==> src/hw/rtl/isr_pkg.sv <==
// Shared types and constants for the impulse-ring input shaper.
`timescale 1ns / 1ps

package isr_pkg;

  localparam int SAMPLE_W  = 16;
  localparam int AMP_W     = 16;
  localparam int DLY_W     = 10;
  localparam int CNT_W     = 2;
  localparam int PROD_W    = SAMPLE_W + AMP_W + 1;
  localparam int ACC_W     = 34;
  localparam int FRAC_W    = 15;
  localparam int CFG_IDX_W = 3;
  localparam int CFG_DAT_W = 16;

  // Register indexes of the configuration port
  localparam logic [CFG_IDX_W-1:0] REG_IMPULSE_COUNT = 3'd0;
  localparam logic [CFG_IDX_W-1:0] REG_AMP_FIRST     = 3'd1;
  localparam logic [CFG_IDX_W-1:0] REG_AMP_SECOND    = 3'd2;
  localparam logic [CFG_IDX_W-1:0] REG_AMP_THIRD     = 3'd3;
  localparam logic [CFG_IDX_W-1:0] REG_DELAY_SECOND  = 3'd4;
  localparam logic [CFG_IDX_W-1:0] REG_DELAY_THIRD   = 3'd5;

  // Impulse count code that enables the third impulse
  localparam logic [CNT_W-1:0] COUNT_THREE = 2'd3;

  localparam logic signed [SAMPLE_W-1:0] SAMPLE_MAX = 16'sh7FFF;
  localparam logic signed [SAMPLE_W-1:0] SAMPLE_MIN = 16'sh8000;

  typedef struct packed {
    logic [CNT_W-1:0] impulse_count;
    logic [AMP_W-1:0] amp_first;
    logic [AMP_W-1:0] amp_second;
    logic [AMP_W-1:0] amp_third;
    logic [DLY_W-1:0] delay_second;
    logic [DLY_W-1:0] delay_third;
  } cfg_t;

  // Per-item sequencer phases
  typedef enum logic [2:0] {
    SEQ_WAIT,
    SEQ_SUM,
    SEQ_RD3,
    SEQ_RDC,
    SEQ_DONE
  } seq_state_t;

endpackage

==> src/hw/rtl/isr_cfg_regs.sv <==
// Configuration register file written through the plain write port.
`timescale 1ns / 1ps

module isr_cfg_regs
  import isr_pkg::*;
(
  input  logic                 clk,
  input  logic                 rst_n,
  input  logic                 cfg_we,
  input  logic [CFG_IDX_W-1:0] cfg_idx,
  input  logic [CFG_DAT_W-1:0] cfg_wdata,
  output cfg_t                 cfg
);

  cfg_t cfg_r;
  cfg_t cfg_nxt;

  // Decode the register index and update the addressed field
  always_comb begin
    cfg_nxt = cfg_r;
    if (cfg_we) begin
      unique case (cfg_idx)
        REG_IMPULSE_COUNT: cfg_nxt.impulse_count = cfg_wdata[CNT_W-1:0];
        REG_AMP_FIRST:     cfg_nxt.amp_first     = cfg_wdata[AMP_W-1:0];
        REG_AMP_SECOND:    cfg_nxt.amp_second    = cfg_wdata[AMP_W-1:0];
        REG_AMP_THIRD:     cfg_nxt.amp_third     = cfg_wdata[AMP_W-1:0];
        REG_DELAY_SECOND:  cfg_nxt.delay_second  = cfg_wdata[DLY_W-1:0];
        REG_DELAY_THIRD:   cfg_nxt.delay_third   = cfg_wdata[DLY_W-1:0];
        default:           cfg_nxt = cfg_r;
      endcase
    end
  end

  always_ff @(posedge clk) begin
    if (!rst_n) begin
      cfg_r.impulse_count <= CNT_W'(2);
      cfg_r.amp_first     <= AMP_W'(16384);
      cfg_r.amp_second    <= AMP_W'(16384);
      cfg_r.amp_third     <= '0;
      cfg_r.delay_second  <= '0;
      cfg_r.delay_third   <= '0;
    end else begin
      cfg_r <= cfg_nxt;
    end
  end

  assign cfg = cfg_r;

endmodule

==> config.mk <==
export PLATFORM = sky130hd
export DESIGN_NAME = isr_cfg_regs
export DESIGN_NICKNAME = d
export VERILOG_FILES = /design/src/hw/rtl/isr_pkg.sv /design/src/hw/rtl/isr_cfg_regs.sv
export SDC_FILE = /design/constraint.sdc
export NUM_CORES = 1
export LEC_CHECK = 0
export ABC_AREA = 1
export BUFFER_PORTS_ARGS = -buffer_cell sky130_fd_sc_hd__buf_2
export CORE_MARGIN = 4
export CORE_UTILIZATION = 54
export DETAILED_ROUTE_END_ITERATION = 12
export HOLD_SLACK_MARGIN = 0.03
export PLACE_DENSITY_LB_ADDON = 0.25
export SETUP_SLACK_MARGIN = 0.4
export SLEW_MARGIN = 20
export SYNTH_ARGS = -nofsm -noshare
export SYNTH_HDL_FRONTEND = slang
export SYNTH_SLANG_ARGS = --single-unit
==> constraint.sdc <==
create_clock -name clk -period 1.45 [get_ports clk]
set_input_delay 0.29 -clock clk [delete_from_list [all_inputs] [get_ports clk]]
set_output_delay 0.29 -clock clk [all_outputs]
set_load 0.02 [all_outputs]
==> summary.txt <==
Reg area = 0.00149 mm^2
Slowest Stage Delay on Critical Path = 0.36 ns
Synth Net Count = 433
Slew Viols, Final = 0
ys async rst share = 0%
Max VDD drop = 632 uV
Reg-to-Reg End = cfg[41]
post-synth top area cell = dfxtp_1
Final Cycle Share = 77.1%
antenna-violating nets left = 0
largest net degree at the start of global routing = 51
CTS Sinks = 70
All-Layer GR Usage = 28.8%
RSZ-0062 raised after global routing = true
synth unique cells = 14
CTS root buf = clkbuf_8
Finished Cell Area = 0.00417 mm^2
Crit path max-delay family = flip-flops
most frequent cell after synthesis = nor2_1
drt first-iter violations = 268
Worst-path clk slew = 0.07 ns
Multi-input gate area = 0.00124 mm^2
achievable frequency = 895 MHz
Slowest-stage cell, CP = dfxtp_2
Worst slew margin = 71.6%
std cell rows = 26
Final Wtd Congestion = 0.807
Crit Path Class = register to primary output
final setup margin = 0.332 ns
Worst Hold End = cfg[69]
Leakage = 0.00195 uW
Final HPWL DP = 5.13 mm
port buffer count = 91
Syn. warnings = 0
Mapped Area = 0.00285 mm^2
Worst-Margin Slew = 0.425 ns
clock buffer count from CTS = 9
Hold Fails Final Rpt = 0
deepest clock path buffer count = 2
sequential element share of the synthesized area = 49.1%
Clock Latency Late Sink = 0.34 ns
Via density = 5.16
max reg flops = 70
Syn-to-layout area delta = 46.3%
critical path, cell by cell = buf_6
first-pass GRT wire length = 14.0 mm
Max Cap Viol = 0
final setup violation count = 0
CTS HTree Levels = 3
hold_sp = cfg_wdata[1]
final-stage net count = 530
Arr. time, crit path = 0.83 ns
Hold WC Path Type = input pin to register
total core area = 0.00511 mm^2
Hold Slack = 0.188 ns
Syn Area/Cell = 6.94 um^2
PwrDens = 1020 mW/mm^2
CP max FO = 2
Commonest cells post-synth = nor2_1 (137), nand2_1 (81), dfxtp_1 (70), nand3_1 (70), inv_1 (20)
Worst Skew = 0 ns
FF-to-FF path depth = 3
Synth Instances = 411
reg2reg setup slack = 0.66 ns
Post-synth top flop = dfxtp_1
via count = 3,010
element type at the critical path end = primary output
Routed WL per cell = 14.8 um
Die X = 80.7 um
CTS tree = yes
final WL = 8.64 mm
worst hold stages = 3
fillers = 339
vias in the first global route = 2,985
initial antenna violation count = 0
Die Area = 0.00651 mm^2
DRT Pass-1 Iters = 7
share of cells above drive strength 1 = 40.2%
number of synthesized flops with an enable pin = 0
status = finished, final reports clean
initial core utilization = 55.8%
Tmin final = 1.12 ns
placed inst area = 0.00337 mm^2
top post-synthesis cells by area = dfxtp_1 (49%), nor2_1 (18%), nand3_1 (12%)
sum of buffers and inverters on the critical path = 1
Yosys reg bits = 70
gr ovfl total = 0
io pins = 92
Req. time, crit path = 1.16 ns
DRC viols = 0
type of origin of the critical path = register
FF-to-FF Start = cfg[41]
pre-CTS setup slack = 0.173 ns
setup TNS = 0 ns
Synth top area share = 49.1%
height of the die = 80.7 um
Ant. Diodes = 0
-- worst max-delay path by stage --
stage	slack [ns]	depth (start not counted)	startpoint	end
after floorplan	0.46	6	cfg_idx[0]	cfg[66]
after global placement	0.23	6	cfg_idx[1]	cfg[66]
after detailed placement	0.17	6	cfg_idx[2]	cfg[41]
after CTS	0.33	1	cfg[7]	cfg[7]
after global routing	0.31	1	cfg[31]	cfg[31]
final	0.33	1	cfg[31]	cfg[31]
-- logic make-up (layout without fill, tap and decap cells) --
kind of cell,after synthesis,after routing,share of synthesized area (%)
flip-flops,70,70,49.1
AND/OR/NAND/NOR,296,296,43.3
buffers and inverters,45,147,7.59
-- through the flow --
stage / cells / total power (uW) / utilization (%)
CTS: 578 / 4240 / 80.9
detailed placement: 558 / 2600 / 66.0
global route: 583 / 4420 / 81.7
floorplan: 411 / 2420 / -
global placement: 558 / 2590 / 66.0
finish: 583 / 4260 / 81.7
-- report_power, final --
group	switching, uW	total (uW)	leakage (uW)	internal (uW)
sequential	51.0	2050	0.000599	2000
combinational	370	633	0.00125	262
clock	725	1580	0.000105	853
total	1150	4260	0.00195	3120
-- metal layers --
metal	track usage [%]	vias to the layer above	part of all wire [%]
met3	5.27	32	8.5
met2	51.3	166	51
met1	31.7	1352	37
met5	0	-	0
li1	-	1460	-
met4	16.7	0	3.9
-- timing repair --
action | 4_1_cts | 5_1_grt
hold buffers | 0 | 0
setup endpoints to repair | 70 | 70
resized for setup | 210 | 0
setup buffers | 4 | 5
hold endpoints to repair | 0 | 0
-- layout by cell type, fill, tap and decap left out, types with 2 or more instances in the layout --
master	instances
buf_12	3
buf_2	21
buf_4	15
buf_6	70
clkbuf_8	14
dfxtp_2	70
inv_1	20
inv_2	2
nand2_1	81
nand3_1	70
nor2_1	136
nor2_2	4
nor2_4	4
-- layout make-up --
| type | instances | area share [%] |
|---|---|---|
| clock buffers | 14 | 4.62 |
| well taps | 70 | 2.10 |
| repair buffers | 109 | 25.6 |
| clock inverters | 2 | 0.300 |
| inverters | 22 | 1.98 |
| multi-input cells | 296 | 29.8 |
| flip-flops and latches | 70 | 35.7 |
Note: power is estimated with default switching activity, not from simulation.
